File: src/hdl/assert_macros.svh
// ----------------------------------------------------------------------------
// Assertion macros
// Shorthand for clocked concurrent assertions with an active-low reset.
// ----------------------------------------------------------------------------
`ifndef ASSERT_MACROS_SVH
`define ASSERT_MACROS_SVH

// The property must hold at every rising edge outside reset.
`define ASSERT_CLK(label, clk, rst_n, prop, msg) \
  label: assert property (@(posedge clk) disable iff (!rst_n) (prop)) else $error(msg);

// The condition must never be seen at a rising edge outside reset.
`define ASSERT_NEVER(label, clk, rst_n, cond, msg) \
  label: assert property (@(posedge clk) disable iff (!rst_n) !(cond)) else $error(msg);

`endif

File: src/hdl/pcchm_fifo.sv
// ----------------------------------------------------------------------------
// pcchm_fifo
// Small first-in first-out queue built from registers.
// ----------------------------------------------------------------------------
module pcchm_fifo #(
  parameter int unsigned WIDTH = 8,
  parameter int unsigned DEPTH = 2
) (
  input  logic             clk_i,
  input  logic             rst_ni,
  input  logic             push_i,
  input  logic [WIDTH-1:0] data_i,
  input  logic             pop_i,
  output logic [WIDTH-1:0] data_o,
  output logic             full_o,
  output logic             empty_o
);

  localparam int unsigned PtrW = (DEPTH > 1) ? $clog2(DEPTH) : 1;
  localparam int unsigned CntW = $clog2(DEPTH + 1);

  logic [WIDTH-1:0] mem_q [DEPTH];
  logic [PtrW-1:0]  wr_ptr_q, wr_ptr_d, rd_ptr_q, rd_ptr_d;
  logic [CntW-1:0]  count_q, count_d;
  logic             do_push, do_pop;

  assign full_o  = (count_q == CntW'(DEPTH));
  assign empty_o = (count_q == '0);
  assign do_push = push_i && !full_o;
  assign do_pop  = pop_i && !empty_o;
  assign data_o  = mem_q[rd_ptr_q];

  always_comb begin
    wr_ptr_d = wr_ptr_q;
    rd_ptr_d = rd_ptr_q;
    count_d  = count_q;
    if (do_push) begin
      wr_ptr_d = (wr_ptr_q == PtrW'(DEPTH - 1)) ? '0 : wr_ptr_q + 1'b1;
    end
    if (do_pop) begin
      rd_ptr_d = (rd_ptr_q == PtrW'(DEPTH - 1)) ? '0 : rd_ptr_q + 1'b1;
    end
    if (do_push && !do_pop) begin
      count_d = count_q + 1'b1;
    end else if (do_pop && !do_push) begin
      count_d = count_q - 1'b1;
    end
  end

  always_ff @(posedge clk_i or negedge rst_ni) begin
    if (!rst_ni) begin
      wr_ptr_q <= '0;
      rd_ptr_q <= '0;
      count_q  <= '0;
    end else begin
      wr_ptr_q <= wr_ptr_d;
      rd_ptr_q <= rd_ptr_d;
      count_q  <= count_d;
    end
  end

  always_ff @(posedge clk_i) begin
    if (do_push) begin
      mem_q[wr_ptr_q] <= data_i;
    end
  end

endmodule

File: config.mk
export PLATFORM = sky130hd
export DESIGN_NAME = pcchm_fifo
export DESIGN_NICKNAME = d
export VERILOG_FILES = /design/src/hdl/assert_macros.svh /design/src/hdl/pcchm_fifo.sv
export SDC_FILE = /design/constraint.sdc
export NUM_CORES = 1
export LEC_CHECK = 0
export BUFFER_PORTS_ARGS = -buffer_cell sky130_fd_sc_hd__buf_2
export CORE_MARGIN = 10
export CORE_UTILIZATION = 48
export CTS_CLUSTER_SIZE = 24
export DETAILED_ROUTE_END_ITERATION = 12
export GPL_TIMING_DRIVEN = 0
export PLACE_DENSITY = 0.74
export SYNTH_ARGS = -nofsm -noshare
export SYNTH_HDL_FRONTEND = slang
export SYNTH_SLANG_ARGS = --single-unit
export TNS_END_PERCENT = 30
File: constraint.sdc
create_clock -name clk_i -period 1.75 [get_ports clk_i]
set_input_delay 0.0875 -clock clk_i [delete_from_list [all_inputs] [get_ports clk_i]]
set_output_delay 0.0875 -clock clk_i [all_outputs]
set_load 0.02 [all_outputs]
=== After elaboration in Yosys (flattened, before gate mapping) ===
Memories as Yosys holds them, arrays and structs flattened.
Index checks and enable logic that the tools add are counted.

* $add $sub $neg: 4
* Equal/unequal tests: 1
* Mux-type cells: 6
* Reductions and logical operators: 10

{| class="wikitable"
|+ Operator list
! kind !! count
|-
| $logic_and A1 B1 Y1 || 4
|-
| $logic_not A1 Y1 || 4
|-
| $mux W1 || 4
|-
| $mux W2 || 2
|-
| $add A1 B1 Y1 const B || 2
|-
| $add A2 B1 Y2 const B || 1
|-
| $eq A2 B2 Y1 const B || 1
|-
| $logic_not A2 Y1 || 1
|-
| $reduce_bool A2 Y1 || 1
|-
| $sub A2 B1 Y2 const B || 1
|}

* Flip-flop bits (word level): 4
* Memory bits (writable): 16
* Output and inout bits: 10
* Memories: 1

{| class="wikitable"
|+ Memories
! memory !! depth !! bits a word !! read ports !! clocked after Yosys merged registers in !! wr ports !! RTL line !! source
|-
| mem_q || 2 || 8 || 1 || 0 || 1 || pcchm_fifo.sv:22 || <nowiki>logic [WIDTH-1:0] mem_q [DEPTH];</nowiki>
|}

=== Logic depth before layout (Yosys ltp) ===
* Depth in word-level cells: 7
* Depth in mapped cells: 7

=== Worst setup path before layout ===
Ideal clock, no wire load.

* Path kind: reg2reg
* Start point: reg count_q[0]
* End point: mem mem_q[0][0], enable pin
* Library setup time: 370 ps
* Arrival time: 1022 ps
* Required time: 1380 ps
* Setup slack: 358 ps
* Stages on the path, launching flop included: 4
* Path buffers: 0
* Period minus slack after synthesis: 1392 ps
* Cells stage by stage: dfrtp_1 nand2b_1 nand2_2 nor2_1

* Longest elaborated chain between the ends: 5

{| class="wikitable"
|+ RTL lines
! element !! RTL line !! source
|-
| start: declaration || pcchm_fifo.sv:24 || <nowiki>logic [CntW-1:0] count_q, count_d;</nowiki>
|-
| start signal: assignment || pcchm_fifo.sv:58 || <nowiki>count_q <= count_d;</nowiki>
|-
| $eq A2 B2 Y1 || pcchm_fifo.sv:27 || <nowiki>assign full_o = (count_q == CntW'(DEPTH));</nowiki>
|-
| $logic_not A1 Y1 || pcchm_fifo.sv:29 || <nowiki>assign do_push = push_i && !full_o;</nowiki>
|-
| $logic_and A1 B1 Y1 || pcchm_fifo.sv:29 ||
|-
| $mux W1 || pcchm_fifo.sv:63 || <nowiki>if (do_push) begin</nowiki>
|-
| $mux W1 (implied by the code) || pcchm_fifo.sv:64 || <nowiki>mem_q[wr_ptr_q] <= data_i;</nowiki>
|-
| end: declaration || pcchm_fifo.sv:22 ||
|}

No other way between the ends.

=== Worst setup path after layout ===
* Start point: reg count_q[0]
* End point: reg count_q[1]

* Longest elaborated chain between the ends: 6
* Elaborated cells on any way between the ends: 15
* Classes of those cells: 2 x add/sub; 1 x eq/ne; 2 x mux; 10 x reduce/logical

{| class="wikitable"
|+ RTL lines
! element !! RTL line
|-
| $eq A2 B2 Y1 or $logic_not A2 Y1 (tied branches) || pcchm_fifo.sv:27, pcchm_fifo.sv:28
|-
| $logic_not A1 Y1 (on tied branches) || pcchm_fifo.sv:29, pcchm_fifo.sv:30
|-
| $logic_and A1 B1 Y1 (on tied branches) || pcchm_fifo.sv:29, pcchm_fifo.sv:30
|-
| $logic_not A1 Y1 (on tied branches) || pcchm_fifo.sv:45, pcchm_fifo.sv:43
|-
| $logic_and A1 B1 Y1 (on tied branches) || pcchm_fifo.sv:45, pcchm_fifo.sv:43
|-
| $reduce_bool A2 Y1 (no source line) or $mux W2 (tied branches) || -
|}

Parallel ways exist; a longest one is shown, timed or not. The select of a mux whose other input is x is not followed.
A chain may end at the register's enable or synchronous reset.

==> results.md <==
* Total chip power at 1.59 mW
* Clock Skew at 4.32 ps
* Gpl congestion at 0.637
* Largest net degree at the start of global routing at 12
* Worst IR Drop VDD at 0.904 mV
* Slew margin rel. at 70.5%
* CP top delay family: flip-flops
* Post-route minimum period at roughly 1500 ps
* Worst EP arrival at 1710 ps
* DR vias at 446
* Worst hold slack at 81.5 ps
* Top Ports at 22
* Mean routed wirelength per cell at roughly 15 um
* Yosys reg bits at 20
* Pre-antenna DRT Iters at 3
* Post-route core utilization at 67.3%
* Floorplan row count at 14
* CTS tree: yes
* Core area at 1520 um^2
* RSZ-0062 raised after global routing: no
* Remaining DRCs at 0
* Internal at 1.02 mW
* Overflow left after global routing at 0
* Endpoints failing hold at 0
* Initial antenna violation count at 0
* HPWL after DPL at 1020 um
* Met2 Usage GRT at 14.0%
* Crit path buf inv count at 1
* Period utilization at 85.0%
* Synth top area cells: edfxtp_1 (61%), dfrtp_1 (13%), mux2_1 (8.6%)
* Sequential area share after synthesis at ~74%
* Total of max-cap violations at 0
* Max-slew violations at 0
* Clk Latency, worst-skew pair at between 200 and 300 ps
* Area Overhead vs Synth at 31.2%
* GR Layer Usage met3 at 3.97%
* Max Fclk at 0.672 GHz
* Yosys top cell by area: edfxtp_1
* Die Y at approximately 60 um
* Clock Path Buffers at 2
* Setup crit end kind: flip-flop
* Number of post-CTS setup repair buffers at 0
* Final instance area at 1030 um^2
* Pwr dens at 1550 nW/um^2
* Mapped Nets at 57
* Num CTS Buffers at 3
* Crit Path Class: flip-flop to flip-flop
* IO buf count at 21
* WP data required at 1970 ps
* Setup-failing EPs final at 0
* Net Sw Frac at 35.6%
* Sequential share of power at 46.2%
* Busiest layer in global routing: met2
* First DRT Iteration DRCs at 4
* Cell Area, Synth at just under 800 um^2
* Lkg Pwr at 0.431 nW
* All-Layer GR Usage at ~8.5%
* Vias in the first global route at 503
* Worst path max stage delay at between 400 and 500 ps
* Chip Width at about 60 um
* Synth warn at 0
* Clock Root Buffer: clkbuf_4
* Final WL at 1400 um
* CP startpoint kind: flip-flop
* Status: finished, final reports clean
* Diode count at 0
* Slowest CP cell: dfrtp_1
* Maximum fanout along the worst path at 5
* Mean Syn Cell Area at 17.8 um^2
* Total negative slack at 0 ps
* Worst slew pin tran at 442 ps
* Netlist cell types at 15
* Antenna viol nets, final at 0
* Layout cell share with drive strength beyond 1 at between 30% and 40%
* Top-area cell type share of the netlist area at 61.4%
* Total die area at roughly 3600 um^2
* Placed Instance Area at 907 um^2
* Switch Pwr at 0.564 mW
* Post-Syn Instances at 44
* Cells along the critical path: nand2b_1 -> nand2_2 -> inv_1 -> ha_1 -> xor2_1 -> nor2_1 -> xor2_1
* Clock sinks at 20
* Min-delay worst type: primary input to flip-flop
* Clock slew at reported path FFs at ~110 ps
* Starting Density at 51.3%
* Post-layout nets at between 90 and 100
* H-tree Lvls at 1
* Clock power share at around 14%
* Met1 Use GR at 8.76%
* Avg Vias per Cell at around 4.7
* First-pass GRT wire length at 2260 um
* Logic pwr share at 40.0%
* CP most frequent cell: xor2_1
## power by group through the flow
stage | sequential [mW] | combinational [mW] | clock, mW
detailed placement | 0.744 | 0.631 | 0
floorplan | 0.725 | 0.459 | 0
global placement | 0.735 | 0.620 | 0
global route | 0.751 | 0.693 | 0.253
finish | 0.733 | 0.635 | 0.219
CTS | 0.734 | 0.649 | 0.231
## through the flow
step	std cells	worst slack, ps
2_1_floorplan	44	358
3_3_place_gp	81	126
3_5_place_dp	81	89.3
4_1_cts	94	56.8
5_1_grt	94	128
6_report	94	263
## synth_stat cells, drive strengths merged
cell,count
and3,1
buf,1
dfrtp,4
edfxtp,16
ha,1
inv,2
mux2,8
nand2,1
nand2b,1
nor2,3
o21ai,1
xnor2,3
xor2,2
## path summary, 6_finish.rpt
kind,from,end,slack [ps],cells past startpoint
setup / recovery,count_q[0],count_q[1],260,7
hold / removal,push_i,wr_ptr_q,80,3
setup reg to reg,count_q[0],count_q[1],260,7
hold reg to reg,count_q[1],count_q[1],540,1
max in group asynchronous,rst_ni,count_q[1],1510,2
min in group asynchronous,rst_ni,wr_ptr_q,120,2
## cell usage in the layout, fill, tap and decap left out, drive strengths merged, types with 2 or more instances in the layout
| master | count |
|---|---|
| buf | 22 |
| edfxtp | 16 |
| dlygate4sd3 | 9 |
| mux2 | 8 |
| dfrtp | 4 |
| clkbuf | 4 |
| nor2 | 3 |
| xnor2 | 3 |
| inv | 2 |
| xor2 | 2 |
## flip-flops by register name (all words and copies together) (netlist names)
name and cells:
mem_q 16, count_q 2, rd_ptr_q 1, wr_ptr_q 1
## cells by family after synthesis
group,share of synthesized area (%)
compound gates,0.639
xor+xnor,6.56
fa+ha+maj,1.60
buf+inv,1.60
flops,74.2
mux,11.5
simple gates,3.84
## worst reg2reg max path, stage by stage, from the launching register on
cell	delay, ps
dfrtp_1	450
nand2b_1	210
nand2_2	130
inv_1	50
ha_1	190
xor2_1	140
nor2_1	110
xor2_1	150
## cell type report
type                       count  area [um^2]
buffer                         1         5.00
tap                           16         20.0
inverter                       2         7.51
timing repair buffer          30          195
clock buffer                   4         26.3
multi-input combinational     21          191
sequential                    20          581
fill                         111          498
## what timing repair did
action,in CTS,in global routing
setup endpoints to repair,0,8
hold endpoints to repair,20,0
resized for setup,0,1
hold buffers,9,0
## per-layer routing
metal	vias up	share of wire, %
met5	-	0
met4	0	0
met3	0	7.8
met2	13	52
met1	202	40
li1	231	-
(Power assumes the default switching activity.)
