[config.mk]
export PLATFORM = sky130hd
export DESIGN_NAME = pcchm_front
export DESIGN_NICKNAME = d
export VERILOG_FILES = /design/src/hdl/assert_macros.svh /design/src/hdl/pcchm_pkg.sv /design/src/hdl/pcchm_front.sv
export SDC_FILE = /design/constraint.sdc
export NUM_CORES = 1
export LEC_CHECK = 0
export BUFFER_PORTS_ARGS = -buffer_cell sky130_fd_sc_hd__buf_2
export CORE_UTILIZATION = 40
export CTS_BUF_LIST = sky130_fd_sc_hd__clkbuf_8
export CTS_CLUSTER_SIZE = 28
export DETAILED_ROUTE_END_ITERATION = 8
export PLACE_DENSITY_LB_ADDON = 0.1
export RECOVER_POWER = 25
export SLEW_MARGIN = 10
export SYNTH_ARGS = -nofsm -noshare
export SYNTH_HDL_FRONTEND = slang
export SYNTH_SLANG_ARGS = --single-unit
[constraint.sdc]
create_clock -name clk_i -period 3.4 [get_ports clk_i]
set_input_delay 0 -clock clk_i [delete_from_list [all_inputs] [get_ports clk_i]]
set_output_delay 0 -clock clk_i [all_outputs]
set_load 0.02 [all_outputs]
[src/hdl/assert_macros.svh]
// ----------------------------------------------------------------------------
// Assertion macros
// Shorthand for clocked concurrent assertions with an active-low reset.
// ----------------------------------------------------------------------------
`ifndef ASSERT_MACROS_SVH
`define ASSERT_MACROS_SVH

// The property must hold at every rising edge outside reset.
`define ASSERT_CLK(label, clk, rst_n, prop, msg) \
  label: assert property (@(posedge clk) disable iff (!rst_n) (prop)) else $error(msg);

// The condition must never be seen at a rising edge outside reset.
`define ASSERT_NEVER(label, clk, rst_n, cond, msg) \
  label: assert property (@(posedge clk) disable iff (!rst_n) !(cond)) else $error(msg);

`endif

[src/hdl/pcchm_pkg.sv]
// ----------------------------------------------------------------------------
// pcchm_pkg
// Types and constants shared by the pixel code colour map modules.
// ----------------------------------------------------------------------------
package pcchm_pkg;

  // Default sizes.
  localparam int unsigned DefBuckets      = 257;
  localparam int unsigned DefMaxEntries   = 256;
  localparam int unsigned DefMaxCodeChars = 2;
  localparam int unsigned QueueDepth      = 2;

  // Bucket arithmetic: the sum of two characters fits in nine bits.
  localparam int unsigned SumW        = 9;
  localparam int unsigned RecipShift  = 18;

  // Configuration port.
  localparam int unsigned AddrW        = 3;
  localparam int unsigned DataW        = 32;
  localparam logic        RegCodeLength = 1'b0;   // register index, paddr[2]
  localparam logic [1:0]  CodeLengthRst = 2'd1;

  typedef enum logic [1:0] {
    CMD_CLEAR  = 2'd0,
    CMD_INSERT = 2'd1,
    CMD_LOOKUP = 2'd2
  } cmd_e;

  typedef struct packed {
    logic [1:0] cmd;
    logic [7:0] code_first;
    logic [7:0] code_second;
    logic [7:0] red_in;
    logic [7:0] green_in;
    logic [7:0] blue_in;
    logic [7:0] alpha_in;
  } req_t;

  typedef struct packed {
    logic       found;
    logic [7:0] red_out;
    logic [7:0] green_out;
    logic [7:0] blue_out;
    logic [7:0] alpha_out;
    logic       dropped;
  } rsp_t;

  // A classified request as the back end sees it.
  typedef struct packed {
    logic [1:0]  cmd;
    logic [15:0] code;       // second character in the upper byte
    logic [31:0] colour;     // alpha, blue, green, red from top to bottom
    logic        two_chars;
  } job_t;

endpackage

[src/hdl/pcchm_front.sv]
// ----------------------------------------------------------------------------
// pcchm_front
// Accepts requests, masks the code and works out the bucket index.
// ----------------------------------------------------------------------------
module pcchm_front #(
  parameter int unsigned BUCKETS = 257
) (
  input  logic                         clk_i,
  input  logic                         rst_ni,
  input  logic                         hold_i,
  input  logic                         push_i,
  input  pcchm_pkg::req_t              req_i,
  input  logic                         two_chars_i,
  output logic                         full_o,
  input  logic                         job_full_i,
  output logic                         job_push_o,
  output pcchm_pkg::job_t              job_o,
  output logic [$clog2(BUCKETS)-1:0]   bucket_o
);

  import pcchm_pkg::*;

  localparam int unsigned BktW   = $clog2(BUCKETS);
  localparam int unsigned Recip  = (1 << RecipShift) / BUCKETS;
  localparam int unsigned ProdW  = SumW + RecipShift;

  logic              valid_q, valid_d;
  logic              accept;
  job_t              job_q;
  logic [SumW-1:0]   sum_q, sum_d;
  logic [ProdW-1:0]  prod_q, prod_d;
  logic [7:0]        second;
  logic [SumW-1:0]   quot, quot_b, rem;

  assign full_o     = hold_i || (valid_q && job_full_i);
  assign accept     = push_i && !full_o;
  assign job_push_o = valid_q && !job_full_i;
  assign job_o      = job_q;

  // The reciprocal estimate of the quotient is never high and at most one low.
  assign second = two_chars_i ? req_i.code_second : 8'd0;
  assign sum_d  = SumW'(req_i.code_first) + SumW'(second);
  assign prod_d = ProdW'(sum_d) * ProdW'(Recip);

  assign quot   = prod_q[ProdW-1:RecipShift];
  assign quot_b = SumW'(quot * BUCKETS);
  assign rem    = sum_q - quot_b;

  always_comb begin
    if (32'(rem) >= BUCKETS) begin
      bucket_o = BktW'(32'(rem) - BUCKETS);
    end else begin
      bucket_o = BktW'(rem);
    end
  end

  always_comb begin
    valid_d = valid_q;
    if (accept) begin
      valid_d = 1'b1;
    end else if (job_push_o) begin
      valid_d = 1'b0;
    end
  end

  always_ff @(posedge clk_i or negedge rst_ni) begin
    if (!rst_ni) begin
      valid_q <= 1'b0;
    end else begin
      valid_q <= valid_d;
    end
  end

  always_ff @(posedge clk_i) begin
    if (accept) begin
      job_q.cmd       <= req_i.cmd;
      job_q.code      <= {second, req_i.code_first};
      job_q.colour    <= {req_i.alpha_in, req_i.blue_in, req_i.green_in, req_i.red_in};
      job_q.two_chars <= two_chars_i;
      sum_q           <= sum_d;
      prod_q          <= prod_d;
    end
  end

endmodule

* Word-level counts from Yosys, hierarchy flattened *
Index checks and enable logic that the tools add are counted.

operators by class
  $add $sub $neg = 3
  $mul = 2
  magnitude comparators = 1
  reductions and logical operators = 7
  muxes and demuxes = 4

operators by type and width
  cell                                                                 number
  9-bit by 8-bit multiplier with 17-bit output, second input constant  1
  8-bit by 8-bit adder with 9-bit output                               1
  9-bit >= comparator, second input constant                           1
  1-bit by 9-bit multiplier with 9-bit output, second input constant   1
  9-bit two-way mux                                                    1
  9-bit subtractor                                                     1
  9-bit subtractor, second input constant                              1
  8-bit two-way mux                                                    1
  1-bit logical AND                                                    3
  1-bit zero test                                                      2
  1-bit two-way mux                                                    2
  2-bit nonzero test                                                   1
  1-bit logical OR                                                     1

word-level totals
  output and inout bits = 62
  word-level logic and storage cells = 24
  register bits after elaboration = 78
  bits of input ports = 56

* Logic depth before layout (Yosys ltp) *
  depth in word-level cells = 5
  depth in mapped cells = 23

* Worst setup path after synthesis *
OpenSTA, ideal clock, no wires.

  path kind = input to register
  from = in req_i[32] (netlist bit)
  to = reg prod_q[18] (data pin)
  cell stages on the path = 21
  data arrival time = 5.190 ns
  setup time = 0.259 ns
  path buffers = 0
  path slack = -2.049 ns
  cell sequence = and2_1 ha_1 fa_1 a21o_1 a311o_2 a21oi_4 and2b_2 o21ai_0 nand2b_1 ha_1 fa_1 inv_1 fa_1 inv_1 fa_1 ha_1 a21o_1 a211o_1 o211ai_1 and4_1 nor3_1

on the way
  cells in the longest elaborated chain, start to end = 3

ends and longest elaborated chain
  what                                          RTL line           source
  from (decl)                                   pcchm_front.sv:12  input pcchm_pkg::req_t req_i,
  8-bit two-way mux                             pcchm_front.sv:41  assign second = two_chars_i ? req_i.code_second : 8'd0;
  8-bit by 8-bit adder with 9-bit output        pcchm_front.sv:42  assign sum_d = SumW'(req_i.code_first) + SumW'(second);
  named net sum_d[8]                            pcchm_front.sv:30  logic [SumW-1:0] sum_q, sum_d;
  9-bit by 8-bit multiplier with 17-bit output  pcchm_front.sv:43  assign prod_d = ProdW'(sum_d) * ProdW'(Recip);
  named net prod_d[18]                          pcchm_front.sv:31  logic [ProdW-1:0] prod_q, prod_d;
  to (signal assigned)                          pcchm_front.sv:81  prod_q <= prod_d;
  to (decl)                                     pcchm_front.sv:31

The timed path passes the listed nets, and every way through them passes these cells.
A chain may end at the register's enable or synchronous reset.

* Worst setup path after layout *
  from = in two_chars_i
  to = reg prod_q[18] (data pin)

on the way
  cells in the longest elaborated chain, start to end = 3

ends and longest elaborated chain
  what                                          RTL line           source
  from (decl)                                   pcchm_front.sv:13  input logic two_chars_i,
  8-bit two-way mux                             pcchm_front.sv:41
  named net second[0]                           pcchm_front.sv:32  logic [7:0] second;
  8-bit by 8-bit adder with 9-bit output        pcchm_front.sv:42
  named net sum_d[6]                            pcchm_front.sv:30
  9-bit by 8-bit multiplier with 17-bit output  pcchm_front.sv:43
  named net prod_d[18]                          pcchm_front.sv:31

The timed path passes the listed nets, and every way through them passes these cells.

==> run_results.csv <==
group,metric,value,unit
synthesis,synth-seq-cells,62,
cts,root_buffer,"clkbuf_8",
power,ir_worst_vdd,803,uV
cells_and_area,drive_gt1_share,35.6,%
sta,relSlewSlack,72.4,%
power,seqPwrFrac,19.4,%
power,p_comb_share,65.9,%
global_route,grt_pass1_wl,15400,um
detailed_routing,drtIter0Drc,118,
placement,dp_cells,651,
synthesis,synthTopCellsByArea,"edfxtp_1 42%, ha_1 16%, fa_1 11%, inv_1 4.3%, xnor2_1 3.4%",
die,die_w,106,um
synthesis,syn-num-nets,485,
power,p_sw_share,39.8,%
setup_path,cp-end-kind,"flop",
synthesis,synth_ff_type,"edfxtp_1",
cells_and_area,antennaDiodeCount,0,
die,fp.dieH,106,um
power,power_switching,1890,uW
synthesis,netlist_area,4360,um2
setup_path,cp.required,3.48,ns
power,p_per_area,742,nW/um2
run_status,run_status,"finished with violations",
setup_path,worstPathArrival,4.89,ns
synthesis,netlist.area_leader.share,42.0,%
flow_run,maxCapViolCount,0,
detailed_routing,wl,9460,um
global_route,grt_use_total,17.5,%
synthesis,synth_common_cells,"61 x edfxtp_1, 56 x ha_1, 50 x inv_1",
placement,gp_congestion,0.775,
sta,rsz0062_at_grt,"yes",
sta,clock_skew,0.00850,ns
setup_path,setup.worst_path.class,"in -> reg",
global_route,antenna_found_initial,0,
synthesis,synth_cell_types,51,
cts,cts_tree,"built",
cts,cts_made_buffers,9,
die,die-area,11300,um2
synthesis,avgSynthCellArea,12.5,um2
sta,fin_ws,-1.41,ns
synthesis,ys_seq_area_share,42.6,%
global_route,grt-ovfl-total,0,
synthesis,yosysTopAreaCell,"edfxtp_1",
detailed_routing,viasPerCell,4.59,
sta,worstMarginPinSlew,0.413,ns
placement,place_hpwl,7270,um
power,power.internal,2860,uW
die,core_region_area,10500,um2
cells_and_area,nets,717,
cts,clock_path_buffers,2,
synthesis,syn_inst,348,
sta,setup_viol,1,
setup_path,cp_max_fo,5,
detailed_routing,detail_route.wl_per_cell,13.1,um
setup_path,startpoint_type,"input pin",
cts,clock-sinks,62,
detailed_routing,vias,3306,
sta,period_minus_slack,4.81,ns
power,power,4740,uW
sta,final_hold_viol_count,0,
placement,io_buffers,117,
synthesis,synth-edff-count,61,
power,p_leak,0.00299,uW
sta,max_freq,208,MHz
synthesis,yosys_warnings,0,
die,start_util,41.7,%
power,power.clock.fraction,14.7,%
global_route,grt_start_max_net_pins,63,
detailed_routing,firstDrtPassIters,4,
detailed_routing,drcViolationCount,0,
cells_and_area,fin_util,61.1,%
cts,clock_latency,0.32,ns
synthesis,synth.most_common_cell,"edfxtp_1",
die,ioPinCount,118,
detailed_routing,ant_nets,0,
cells_and_area,area_growth,46.5,%
sta,slew_violations,0,
hold_path,min_path_type,"in -> reg",
run_status,violations,"setup timing",
cts,htree_levels,3,
die,num_rows,37,
global_route,grt_pass1_vias,3437,
cells_and_area,final_cells,721,
synthesis,async_flop_share,1.61,%
cts,clk_pin_slew,0.07,ns
sta,period_share,141,%
sequential cells by signal, indices dropped and copies added, names as in the netlist:
| register | count |
|---|---|
| sum_q | 9 |
| prod_q | 1 |
| job_o | 51 |
| valid_q | 1 |
final cells by class:
cell class | count | area, um2
clock buffers | 9 | 124
repair buffers | 222 | 1550
clock inverters | 7 | 90.1
flip-flops and latches | 62 | 1860
multi-input cells | 235 | 2410
well taps | 136 | 170
inverters | 50 | 188
fillers | 874 | 4070
worst max-delay path, cell delays in order:
cell      delay [ns]
buf_8           0.11
and2_4          0.14
ha_4            0.16
fa_2            0.33
a21o_1          0.23
a311o_2         0.43
a21oi_4         0.17
buf_12          0.13
xnor2_4         0.14
xor2_2          0.21
ha_4            0.23
fa_1            0.49
inv_2           0.04
fa_1            0.51
inv_2           0.04
fa_1            0.54
ha_4            0.21
a21o_1          0.17
a211o_1         0.24
o211ai_1        0.10
and4_1          0.22
nor3_1          0.05
placed cells by master, fill, tap and decap left out, types with 3 or more instances in the layout:
cell type / n
xor2_1: 11
o21ai_0: 8
dlygate4sd3_1: 51
buf_12: 3
ha_1: 52
inv_1: 49
nor2b_1: 5
ha_4: 4
fa_1: 24
nor3_1: 10
a21oi_1: 9
edfxtp_1: 61
xnor2_1: 15
buf_4: 50
and2_1: 6
nor2_1: 8
o211ai_1: 5
clkbuf_8: 9
nand3_1: 7
nand2_1: 8
a21o_1: 8
o21a_1: 3
clkbuf_1: 4
xnor2_2: 3
buf_2: 110
nand2b_1: 5
layer usage:
| metal | share of wire (%) | up-vias | GRT usage (%) |
|---|---|---|---|
| li1 | - | 1691 | - |
| met4 | 1.1 | 0 | 5.28 |
| met5 | 0 | - | 0 |
| met1 | 44 | 1543 | 21.4 |
| met3 | 3.5 | 8 | 3.07 |
| met2 | 52 | 64 | 31.4 |
cells by family after synthesis:
group | share of synthesized area [%]
mux | 0.459
simple gates | 9.35
flops | 42.6
xor+xnor | 7.46
fa+ha+maj | 27.8
buf+inv | 4.42
compound gates | 7.98
metrics by stage:
step,setup slack [ns],hold slack (ns),setup TNS [ns],instance area (um2)
finish,-1.41,0.0866,-1.41,6390
floorplan,-1.56,-0.296,-1.56,4420
global route,-1.61,0.111,-1.61,6390
CTS,-1.40,0.0730,-1.40,6330
detailed placement,-1.82,-0.224,-1.82,5580
global placement,-1.76,-0.225,-1.76,5580
power groups by stage:
stage	registers (uW)	logic (uW)	clock network (uW)
4_1_cts	922	2960	716
3_3_place_gp	938	2840	0
3_5_place_dp	939	2880	0
2_1_floorplan	968	2040	0
5_1_grt	926	3700	741
6_report	922	3120	696
path summary, 6_finish.rpt:
| check | from | end | slack (ns) | cells past startpoint |
|---|---|---|---|---|
| min reg2reg | valid_q | valid_q | 0.53 | 1 |
| max reg2reg | valid_q | job_o[45] | 1.97 | 3 |
| max | two_chars_i | prod_q[18] | -1.41 | 22 |
| max in group asynchronous | rst_ni | valid_q | 2.78 | 3 |
| min | req_i[33] | job_o[42] | 0.09 | 2 |
| min in group asynchronous | rst_ni | valid_q | 0.51 | 3 |
repair_timing:
action	in CTS	in global routing
endpoints found under the hold margin	50	0
gates cloned	0	0
gates resized for setup	4	7
hold buffers	51	0
endpoints found under the setup margin	1	1
buffers inserted	1	2
pin swaps	3	10
(Power assumes the default switching activity.)
